===== config.mk =====
export PLATFORM = sky130hd
export DESIGN_NAME = clwm_ram
export DESIGN_NICKNAME = d
export VERILOG_FILES = /design/src/clwm_ram.sv
export SDC_FILE = /design/constraint.sdc
export NUM_CORES = 1
export LEC_CHECK = 0
export BUFFER_PORTS_ARGS = -buffer_cell sky130_fd_sc_hd__clkbuf_2
export CAP_MARGIN = 0
export CORE_ASPECT_RATIO = 0.8
export CORE_MARGIN = 1.5
export CORE_UTILIZATION = 40
export DETAILED_ROUTE_END_ITERATION = 10
export PLACE_DENSITY_LB_ADDON = 0.2
export SYNTH_ARGS = -nofsm -noshare
export SYNTH_HDL_FRONTEND = slang
export SYNTH_SLANG_ARGS = --single-unit
export TNS_END_PERCENT = 1

===== constraint.sdc =====
create_clock -name clock -period 3.4 [get_ports clock]
set_input_delay 0 -clock clock [delete_from_list [all_inputs] [get_ports clock]]
set_output_delay 0 -clock clock [all_outputs]
set_load 0.02 [all_outputs]

===== src/clwm_ram.sv =====
// Generic single-write, single-read RAM with registered read data.
module clwm_ram #(
   parameter int WIDTH = 32,
   parameter int DEPTH = 16
) (
   input  logic                                    clock,
   input  logic                                    we,
   input  logic [(DEPTH > 1 ? $clog2(DEPTH) : 1)-1:0] waddr,
   input  logic [WIDTH-1:0]                        wdata,
   input  logic                                    re,
   input  logic [(DEPTH > 1 ? $clog2(DEPTH) : 1)-1:0] raddr,
   output logic [WIDTH-1:0]                        rdata
);
   logic [WIDTH-1:0] mem_ff [DEPTH];
   logic [WIDTH-1:0] rdata_ff;

   always_ff @(posedge clock) begin
      if (we) begin
         mem_ff[waddr] <= wdata;
      end
      if (re) begin
         rdata_ff <= mem_ff[raddr];
      end
   end

   assign rdata = rdata_ff;
endmodule


==> metrics.txt <==
status finished clean; Clock Root Buffer clkbuf_16; Final min period 1590 ps; clk_lat worst skew between 500 and 600 ps; min-delay src waddr[0]; layout cell share with drive strength beyond 1 0.314; most used flip-flop cell after synthesis edfxtp_1; GR Util All Layers 0.170; Seq. cell area roughly 16000 µm²; Clock Sinks 544; core area roughly 50000 µm²; Power Density 578 nW/µm²; WL per Instance roughly 25 µm; crit-path max FO 1; Post-Route Skew around 15 ps; setup bufs post-CTS 0; DRC errors left 0; Die Width 254 µm; Filler cells ~4100; Tcrit/Tclk final 0.467; multi-input combinational cell area around 3700 µm²; IO Pins between 70 and 80; Initial Util 0.405; Clock transition at path regs 60 ps; fraction of registers with async set/reset 0; critical path endpoint category flop; grt ovf 0; post-synth top area cell edfxtp_1; CTS tree done; GPL Wtd Cong between 0.6 and 0.7; r2r setup slk around 1800 ps; Final Power around 0.014 W; WS Path Type reg2reg; DP HPWL between 20 and 25 mm; share of the synthesized area in the top cell type 0.810; Total Routed Length about 43 mm; peak supply drop around 0.38 mV; Max Cap Viol 0; post-synthesis cell count roughly 840; Worst path top cell family by delay multiplexers; unrepaired setup endpoints after global routing false; CTS Buffer Depth 3; synth-to-layout area growth 16.7%; max-slew violation count 0; Max-Slew Margin vs Limit 0.313; DR pass1 iterations 4; syn_nets slightly below 900; Hold Crit Class in2reg; first-pass GRT wire length roughly 64 mm; Die H 204 µm; Post-synth EDFFs ~540; Fmax achieved approximately 630 MHz; vias in the first global route about 9500; ant diodes 0; placed insts around 1600; non-filler cells, final around 1700; Hold Violations, Final 0; H-tree Lvls 2; number of synthesized register bits between 500 and 600; most common cell in the netlist edfxtp_1; Largest stage delay, worst path between 400 and 500 ps; Worst R2R Start mem_ff[1][3]; sequential fraction of the synthesis area 0.810; Avg Inst Size Synth around 24 µm²; Synth top cells by count edfxtp_1 (544), mux4_2 (128), a22oi_1 (64); setup_tns 0 ps; Final nets 1033; Hold Crit Depth 3; Pleak roughly 7.5 nW; Avg Vias per Cell 5.37; Arr. time, crit path between 1500 and 2000 ps; Buf+Inv Stages, Crit Path 0; TritonCTS Buffers 53; worst path cell trace mux4_2 > a22oi_1 > nand2_1; ANT nets after route 0; YS warnings 0; Setup crit start kind flop; Rows 73; worst-margin pin slew 1030 ps; sink of the worst hold path mem_ff[8][14]; routed vias ~9100; Final setup viols 0; I/O Buffers between 70 and 80; DRT iter0 DRCs 812; largest cells by area after synthesis edfxtp_1 (81%), mux4_2 (14%), a22oi_1 (2.4%); largest net degree at the start of global routing 65; WP data required 3690 ps; Critical-path top delay cell mux4_2; initial antenna violation count 0; R2R Path End rdata[3]; Cell Area, Synth ~20000 µm²; die area between 50000 and 60000 µm²; Worst Reg-to-Reg Cells 3; Synth cell types 17
-- where the power goes --
part / total, W / switching [W] / internal (W) / leakage [nW]
Sequential: 0.00760 / 0.0000431 / 0.00756 / 4.94
Clock: 0.00530 / 0.00233 / 0.00297 / 0.751
Combinational: 0.000714 / 0.000422 / 0.000292 / 1.79
-- layout make-up --
class                           count  share of cell area
Timing Repair Buffer              140              0.0461
Clock inverter                     28             0.00733
Tap cell                          675              0.0359
Multi-Input combinational cell    251               0.159
Sequential cell                   544               0.694
Clock buffer                       61              0.0576
-- cell families (layout without fill, tap and decap cells) --
family / count (synthesis) / count (layout) / synth area share
AO/OA/AOI/OAI: 64 / 64 / 0.0238
buffers and inverters: 43 / 229 / 0.0110
flip-flops: 544 / 544 / 0.810
multiplexers: 128 / 128 / 0.143
AND/OR/NAND/NOR: 59 / 59 / 0.0125
-- worst min-delay path: cells and delay by family --
| family | cells | cell delay [ps] |
|---|---|---|
| buffers and inverters | 2 | 410 |
| AND/OR/NAND/NOR | 1 | 80 |
-- layout by cell type, fill, tap and decap left out, types with 2 or more instances in the layout --
| master | netlist | routed |
|---|---|---|
| clkbuf_2 | 0 | 72 |
| buf_12 | 0 | 10 |
| nand2_1 | 33 | 33 |
| bufinv_16 | 0 | 2 |
| buf_4 | 11 | 24 |
| dlygate4sd3_1 | 0 | 32 |
| nor2b_4 | 0 | 2 |
| edfxtp_1 | 544 | 544 |
| clkbuf_1 | 17 | 8 |
| clkinv_2 | 0 | 9 |
| nand2b_1 | 2 | 2 |
| mux4_2 | 128 | 128 |
| nand3b_1 | 2 | 2 |
| clkbuf_16 | 0 | 53 |
| clkinv_1 | 0 | 16 |
| a22oi_1 | 64 | 64 |
| nor3_2 | 0 | 4 |
| nor2_4 | 0 | 13 |
-- stage by stage --
stage | hold slack (ps) | cell area [µm²] | worst slack, ps | util
2_1_floorplan | 98.9 | 20200 | 220 | -
5_1_grt | 108 | 23500 | 1730 | 0.473
4_1_cts | 81.1 | 23500 | 1860 | 0.473
3_3_place_gp | 409 | 21700 | 1250 | 0.436
6_report | 118 | 23500 | 1810 | 0.473
3_5_place_dp | 424 | 21700 | 1270 | 0.436
-- how the worst max path moves through the flow --
stage            startpoint            to  slack (ps)  cells after the start
6_report       mem_ff[1][3]      rdata[3]        1810                      3
5_1_grt            raddr[0]     rdata[28]        1730                      5
4_1_cts        mem_ff[1][3]      rdata[3]        1860                      3
3_5_place_dp       raddr[0]     rdata[23]        1270                      5
3_3_place_gp       raddr[0]     rdata[28]        1250                      5
2_1_floorplan      waddr[2]  mem_ff[0][0]         220                      2
-- metal layers --
layer,track usage,vias to the layer above,share of wire
met4,0.0355,0,0.016
met3,0.0267,61,0.048
li1,-,3911,-
met2,0.272,213,0.48
met5,0,-,0
met1,0.249,4931,0.46
-- timing repair --
item                                   CTS  global route
hold buffers                            32             0
resized for setup                        0             0
endpoints found under the hold margin  512             0
-- sequential cells by signal, indices dropped and copies added, names as in the netlist --
register / flops
rdata: 32
mem_ff: 512
Power figures use the tool's default switching activity.
