[config.mk]
export PLATFORM = sky130hd
export DESIGN_NAME = clwm_div_lane
export DESIGN_NICKNAME = d
export VERILOG_FILES = /design/src/clwm_div_lane.sv
export SDC_FILE = /design/constraint.sdc
export NUM_CORES = 1
export LEC_CHECK = 0
export BUFFER_PORTS_ARGS = -buffer_cell sky130_fd_sc_hd__buf_2
export CORE_ASPECT_RATIO = 1.5
export CORE_MARGIN = 1.5
export CORE_UTILIZATION = 51
export CTS_CLUSTER_SIZE = 28
export DETAILED_ROUTE_END_ITERATION = 7
export MAX_ROUTING_LAYER = met4
export PLACE_DENSITY = 0.77
export SYNTH_ARGS = -nofsm -noshare
export SYNTH_HDL_FRONTEND = slang
export SYNTH_SLANG_ARGS = --single-unit
[constraint.sdc]
create_clock -name clock -period 2.65 [get_ports clock]
set_input_delay 0.265 -clock clock [delete_from_list [all_inputs] [get_ports clock]]
set_output_delay 0.265 -clock clock [all_outputs]
set_load 0.01 [all_outputs]
[src/clwm_div_lane.sv]
// Divider lane: restoring division, one quotient bit per cycle.
module clwm_div_lane #(
   parameter int DW = 43,
   parameter int VW = 35
) (
   input  logic          clock,
   input  logic          reset,
   input  logic          start,
   input  logic [DW-1:0] dividend,
   input  logic [VW-1:0] divisor,
   output logic          busy,
   output logic [DW-1:0] quotient
);
   localparam int CW = $clog2(DW + 1);

   logic          busy_ff, busy_in;
   logic [CW-1:0] cnt_ff, cnt_in;
   logic [VW-1:0] rem_ff, rem_in;
   logic [DW-1:0] quo_ff, quo_in;
   logic [VW-1:0] div_ff, div_in;
   logic [VW:0]   shifted;
   logic [VW:0]   trial;
   logic          fits;

   always_comb begin
      shifted = {rem_ff, quo_ff[DW-1]};
      trial   = shifted - {1'b0, div_ff};
      fits    = (shifted >= {1'b0, div_ff});
      busy_in = busy_ff;
      cnt_in  = cnt_ff;
      rem_in  = rem_ff;
      quo_in  = quo_ff;
      div_in  = div_ff;
      if (start) begin
         busy_in = 1'b1;
         cnt_in  = CW'(DW);
         rem_in  = '0;
         quo_in  = dividend;
         div_in  = divisor;
      end else if (busy_ff) begin
         rem_in  = fits ? trial[VW-1:0] : shifted[VW-1:0];
         quo_in  = {quo_ff[DW-2:0], fits};
         cnt_in  = cnt_ff - CW'(1);
         busy_in = (cnt_ff != CW'(1));
      end
   end

   always_ff @(posedge clock) begin
      if (reset) begin
         busy_ff <= 1'b0;
         cnt_ff  <= '0;
      end else begin
         busy_ff <= busy_in;
         cnt_ff  <= cnt_in;
      end
      rem_ff <= rem_in;
      quo_ff <= quo_in;
      div_ff <= div_in;
   end

   assign busy     = busy_ff;
   assign quotient = quo_ff;
endmodule

==> metrics.txt, run 1 <==
status=finished, violations left; violations in the final reports=design-rule violations, negative setup slack; Worst Path Max Fanout=4; Worst setup endpoint=rem_ff[26]; Critical-path top delay cell=edfxtp_1; syn_area_per_cell=10.0 µm²; FF-to-FF path depth=12; delay of the slowest critical-path stage=0.36 ns; Synth Area in Adders=0.0691; TritonCTS sink count=between 100 and 150; final design area excluding fillers=between 9000 and 10000 µm²; H-tree levels=4; IO buf count=124; Overflow after GRT=0; Crit path buffers/inverters=3; slew margin rel.=0.587; HP Class=input port to register; Netlist cell types=73; mux share of post-synthesis cell area=0.0723; TritonCTS clock tree=done; Max Cap Viol=0; Root Driver=clkbuf_16; Cells after Synth=around 700; cts hold-fix bufs=0; largest family of logic cells by synthesized area=compound AO/OA/AOI/OAI gates; Netlist Area Pre-Place=6990 µm²; Nets=1014; drt initial violations=roughly 380; Post-synth EDFFs=78; power per cell area=roughly 660 nW/µm²; hpwl dp=13.5 mm; Synth Net Count=817; Pins Over Slew Limit=0; Die X=98.6 µm; number of cell rows=52; synth cell count leaders=78 x edfxtp_1, 74 x nand2_1, 50 x nor2_1, 48 x inv_1, 44 x mux2_2; FF-to-FF setup slack=-0.17 ns; setup_tns=-0.859 ns; antenna violations before repair=0; I/O pins=about 130; ys flop type=edfxtp_1; vias in the first global route=6573; GPL Wtd Cong=1.00; RSZ-0062 raised after global routing=true; CP startpoint kind=register; latest clock arrival within the worst-skew pair=around 0.42 ns; routed vias/inst=5.92; layout cells sized above 1=0.380; first-pass GRT wire length=about 30 mm; Max Clock Skew=approximately 0.011 ns; FF/Latch Area=between 3000 and 4000 µm²; Setup WS pre-CTS=-0.216 ns; Top delay family on crit path=compound AO/OA/AOI/OAI gates; initial core utilization=0.519; DRT Pass-1 Iters=7; actual slew at the worst max-slew pin=0.613 ns; Synth area leader=edfxtp_1; yosys warns=0; largest net degree at the start of global routing=52; die height=146 µm; part of the cycle the worst path needs=1.06; die area=14400 µm²; Crit. End Element=register; post-synthesis async set-or-reset flop share=0; # DRC=1; Critical Path RT=about 3.0 ns; crit path time final=2.82 ns; worst-path cell chain=inv_1, ha_1, a21oi_2, o21ai_1, or2_4, buf_6, a2111oi_4, buf_4, nor4_4, o21ai_1, or3b_1, a311oi_2; area of the core=13500 µm²; routed wire length=18.9 mm; via count=between 6000 and 7000; Synth-to-Final Area Change=32.2%; Final WS setup=-0.168 ns; Simple-Gate Fraction of Synth Area=0.151; final setup vio count=7; total track usage=0.265; Hold Vio Cnt, Final=0; share of the synthesized area in the top cell type=0.335; Synth Register Bits=120; Critical Path Stages=12; Compound-Gate Fraction of Synth Area=0.177; CTS max path bufs=2; clk slew on worst S/H paths=0.06 ns; WL per Instance=17.6 µm; multi-input logic area=around 3700 µm²; CTS buffer count=17; fillers=972; final antenna-violating net count=0; highest clock rate=355 MHz; Crit. Startpoint=div_ff[5]; WP data arrival=roughly 3.1 ns; sequential-to-total area share from yosys stat=0.455; Leak=3.96 nW; Synth Area in XOR/XNOR=0.0276; Crit Path Category=register to register; CP most frequent cell=o21ai_1; Ant. Diodes=0; Worst VDD drop=453 µV; worst r2r dst=rem_ff[26]; most frequent cell after synthesis=edfxtp_1; reg2reg start=div_ff[5]; top cells by area, synth=edfxtp_1 34%, dfxtp_1 12%, mux2_2 7.1%; Placed Area=8350 µm²
cell type report:
class | instances | share of cell area
multi-input combinational | 495 | 0.403
sequential | 120 | 0.345
timing repair buffer | 213 | 0.150
clock buffer | 18 | 0.0465
tap | 162 | 0.0219
inverter | 48 | 0.0195
clock inverter | 14 | 0.0137
cell usage in the layout, fill, tap and decap left out, types with 6 or more instances in the layout:
master     instances
o21bai_1           7
nand2b_1           9
nand4_1           10
o21a_1             7
mux2_2            43
clkbuf_16         18
edfxtp_1          78
nor3_1            11
o21ai_0           18
a311oi_1          20
buf_4             79
ha_1              32
nor2b_1            8
o21ai_1            6
a21oi_2           13
dfxtp_1           41
inv_1             47
xor2_1            10
a21o_1            13
a31oi_1            9
nand3_1           15
xnor2_1           12
buf_2            123
a21oi_1           33
nand2_1           73
nor2_1            50
cell families (layout without fill, tap and decap cells):
family | Yosys count | count (layout)
and+or+nand+nor | 216 | 216
AOI/OAI and AO/OA | 174 | 174
DFF | 120 | 120
buffers and inverters | 83 | 293
muxes | 45 | 45
adders and majority gates | 38 | 38
xor gates and xnor gates | 22 | 22
registers in the layout, summed over array words and instances (netlist names):
signal	flops
busy	1
cnt_ff	6
div_ff	35
quotient	43
rem_ff	35
power breakdown:
part / leakage [nW] / internal [mW] / switching (mW) / total (mW)
logic: 2.58 / 0.769 / 0.892 / 1.66
clock network: 0.267 / 1.29 / 0.880 / 2.17
registers: 1.12 / 2.19 / 0.108 / 2.30
total: 3.96 / 4.25 / 1.88 / 6.13
worst min path at each step:
| stage | start | endpoint | cells after the start | slack [ns] |
|---|---|---|---|---|
| 4_1_cts | divisor[27] | div_ff[27] | 1 | 0.02 |
| 3_5_place_dp | divisor[18] | div_ff[18] | 1 | 0.44 |
| 6_report | divisor[16] | div_ff[16] | 1 | 0.02 |
| 5_1_grt | divisor[26] | div_ff[26] | 1 | 0.01 |
| 2_1_floorplan | reset | busy | 1 | 0.34 |
| 3_3_place_gp | divisor[5] | div_ff[5] | 1 | 0.44 |
metal layers:
| metal | wire length (µm) | track usage | vias to the layer above |
|---|---|---|---|
| met5 | 0 | - | - |
| met4 | 579 | 0.123 | 0 |
| met3 | 1010 | 0.0464 | 56 |
| met2 | 10100 | 0.485 | 285 |
| met1 | 7140 | 0.273 | 3014 |
| li1 | - | - | 2978 |
stage by stage:
| step | util | power, mW | std cells | hold WS, ns |
|---|---|---|---|---|
| floorplan | - | 3.23 | 698 | 0.337 |
| finish | 0.686 | 6.13 | 1070 | 0.0237 |
| global placement | 0.620 | 3.77 | 1031 | 0.441 |
| CTS | 0.668 | 6.03 | 1067 | 0.0161 |
| detailed placement | 0.620 | 3.82 | 1031 | 0.443 |
| global route | 0.686 | 6.40 | 1070 | 0.0128 |
repair_timing:
item	in CTS	in global routing
pin swaps	9	17
setup buffers	4	3
resized for setup	14	40
setup endpoints to repair	35	36
gates cloned	0	1
No activity file was read; power rests on OpenSTA's default activity.
==> run 2, diff against run 1 <==
--- a/config.mk
+++ b/config.mk
@@ -14,3 +14,3 @@
 export MAX_ROUTING_LAYER = met4
-export PLACE_DENSITY = 0.77
+export PLACE_DENSITY = 0.78
 export SYNTH_ARGS = -nofsm -noshare
--- a/constraint.sdc
+++ b/constraint.sdc
@@ -3,2 +3,2 @@
 set_output_delay 0.265 -clock clock [all_outputs]
-set_load 0.01 [all_outputs]
+set_load 0.005 [all_outputs]
==> metrics.txt, run 2 (synthesis results as in run 1) <==
status=finished, violations left (unchanged); violations in the final reports=design-rule violations, negative setup slack (unchanged); Worst VDD drop=564 µV (was 453 µV); TritonCTS sink count=120 (unchanged); TritonCTS clock tree=done (unchanged); layout cells sized above 1=0.378 (was 0.380); Nets=992 (was 1014); WL per Instance=18.6 µm (was 17.6 µm); GPL Wtd Cong=0.929 (was 1.00); via count=6341 (was 6333); delay of the slowest critical-path stage=0.42 ns (was 0.36 ns); reg2reg start=div_ff[1] (was div_ff[5]); FF-to-FF path depth=11 (was 12); crit path time final=2.69 ns (was 2.82 ns); Cells after DPL=1007 (was 1031); Critical-path top delay cell=edfxtp_1 (unchanged); number of cell rows=52 (unchanged); final setup vio count=6 (was 7); Final Non-Filler Cells=1049 (was 1070); Crit. End Element=register (unchanged); DRT Pass-1 Iters=8 (was 7); Max Cap Viol=0 (unchanged); H-tree levels=4 (unchanged); CP startpoint kind=register (unchanged); fillers=996 (was 972); first-pass GRT wire length=28.5 mm (was 29.9 mm); most common cell after layout, fill and taps aside=buf_2 (unchanged); routed wire length=19.5 mm (was 18.9 mm); total track usage=0.256 (was 0.265); IO buf count=124 (unchanged); Crit Path Category=register to register (unchanged); Final WS setup=-0.0435 ns (was -0.168 ns); # DRC=1 (unchanged); HP Class=input port to register (unchanged); hold path endpoint=div_ff[16] (unchanged); Overflow after GRT=0 (unchanged); FF-to-FF setup slack=-0.04 ns (was -0.17 ns); hpwl dp=13.0 mm (was 13.5 mm); final antenna-violating net count=0 (unchanged); Util after Layout=0.683 (was 0.686); WP data arrival=3.02 ns (was 3.14 ns); Placed Area=8140 µm² (was 8350 µm²); power per cell area=707 nW/µm² (was 664 nW/µm²); hold path start=divisor[16] (unchanged); part of the cycle the worst path needs=1.02 (was 1.06); antenna violations before repair=1 (was 0); vias in the first global route=6023 (was 6573); most frequent cells in the layout=123 x buf_2, 78 x edfxtp_1, 71 x nand2_1 (was 123 x buf_2, 79 x buf_4, 78 x edfxtp_1); Crit path buffers/inverters=2 (was 3); Synth-to-Final Area Change=31.6% (was 32.2%); Die X=98.6 µm (unchanged); largest net degree at the start of global routing=85 (was 52); die area=14400 µm² (unchanged); final design area excluding fillers=9200 µm² (was 9240 µm²); Top delay family on crit path=compound AO/OA/AOI/OAI gates (unchanged); RSZ-0062 raised after global routing=true (unchanged); drt initial violations=399 (was 384); worst r2r dst=rem_ff[23] (was rem_ff[26]); flip-flop count of the largest register after layout=43 (unchanged); worst-path cell chain=inv_1, ha_1, nor2b_2, o21bai_4, a211oi_2, o31ai_1, buf_4, nand2_1, o311ai_2, mux2_4, a31oi_1 (was inv_1, ha_1, a21oi_2, o21ai_1, or2_4, buf_6, a2111oi_4, buf_4, nor4_4, o21ai_1, or3b_1, a311oi_2); Max Clock Skew=0.00859 ns (was 0.0107 ns); cts hold-fix bufs=0 (unchanged); die height=146 µm (unchanged); actual slew at the worst max-slew pin=0.787 ns (was 0.613 ns); clk slew on worst S/H paths=0.06 ns (about the same); Critical Path RT=2.98 ns (was 2.97 ns); Hold Vio Cnt, Final=0 (unchanged); Pins Over Slew Limit=0 (unchanged); I/O pins=125 (unchanged); area of the core=13500 µm² (unchanged); highest clock rate=371 MHz (was 355 MHz); latest clock arrival within the worst-skew pair=0.41 ns (was 0.42 ns); routed vias/inst=6.04 (was 5.92); Leak=3.91 nW (was 3.96 nW); slew margin rel.=0.476 (was 0.587); initial core utilization=0.519 (unchanged); CTS max path bufs=2 (unchanged); CTS buffer count=17 (unchanged); Setup WS pre-CTS=-0.0937 ns (was -0.216 ns); Hold Crit Depth=1 (unchanged); Root Driver=clkbuf_16 (unchanged); Worst Path Max Fanout=3 (was 4)
## run 2: how the worst max path moves through the flow
stage / start / endpoint / slack, ns / cells past startpoint
floorplan: quotient[42] / rem_ff[34] / -0.007 / 11
global placement: quotient[42] / rem_ff[34] / -0.002 / 11
detailed placement: quotient[42] / rem_ff[34] / -0.09 / 12
CTS: rem_ff[28] / quotient[0] / 0.007 / 9
global route: div_ff[3] / rem_ff[23] / -0.16 / 11
finish: div_ff[1] / rem_ff[23] / -0.04 / 11
## run 2: report_power, final
| part | total [mW] | internal (mW) | switching [mW] |
|---|---|---|---|
| logic | 1.59 | 0.713 | 0.873 |
| registers | 2.30 | 2.19 | 0.111 |
| clock network | 2.61 | 1.69 | 0.920 |
## run 2: per-stage QoR
stage	power [mW]	hold slack [ns]	TNS (ns)
detailed placement	3.71	0.443	-1.28
global placement	3.68	0.441	-0.00214
floorplan	3.19	0.337	-0.00734
finish	6.50	0.0276	-0.125
CTS	6.35	0.0194	0
global route	6.76	0.0122	-2.61
## run 2: worst register-to-register path, stage by stage, from the launching register on
cell,delay [ns]
edfxtp_1,0.42
inv_1,0.10
ha_1,0.25
nor2b_2,0.19
o21bai_4,0.19
a211oi_2,0.12
o31ai_1,0.29
buf_4,0.18
nand2_1,0.07
o311ai_2,0.30
mux2_4,0.34
a31oi_1,0.16
## run 2: routing by layer
layer	share of wire	global-route usage	vias up
met4	0.040	0.109	0
met2	0.52	0.456	301
met5	0	-	-
met1	0.37	0.278	3015
li1	-	-	2948
met3	0.062	0.0450	77
## run 2: cell type report
class | count | area (µm²) | area share
tap | 162 | 203 | 0.0220
inverter | 48 | 180 | 0.0196
sequential | 120 | 3180 | 0.346
timing repair buffer | 191 | 1210 | 0.131
clock inverter | 15 | 236 | 0.0257
antenna | 1 | 2.50 | 0.000272
clock buffer | 17 | 425 | 0.0462
multi-input combinational | 495 | 3760 | 0.409
## run 2: what timing repair did
item                                   CTS  global route
endpoints found under the hold margin    0             0
cloned                                   0             2
gates resized for setup                 14            50
pin swaps                                4            24
buffers inserted                         1             6
setup endpoints to repair               30            34
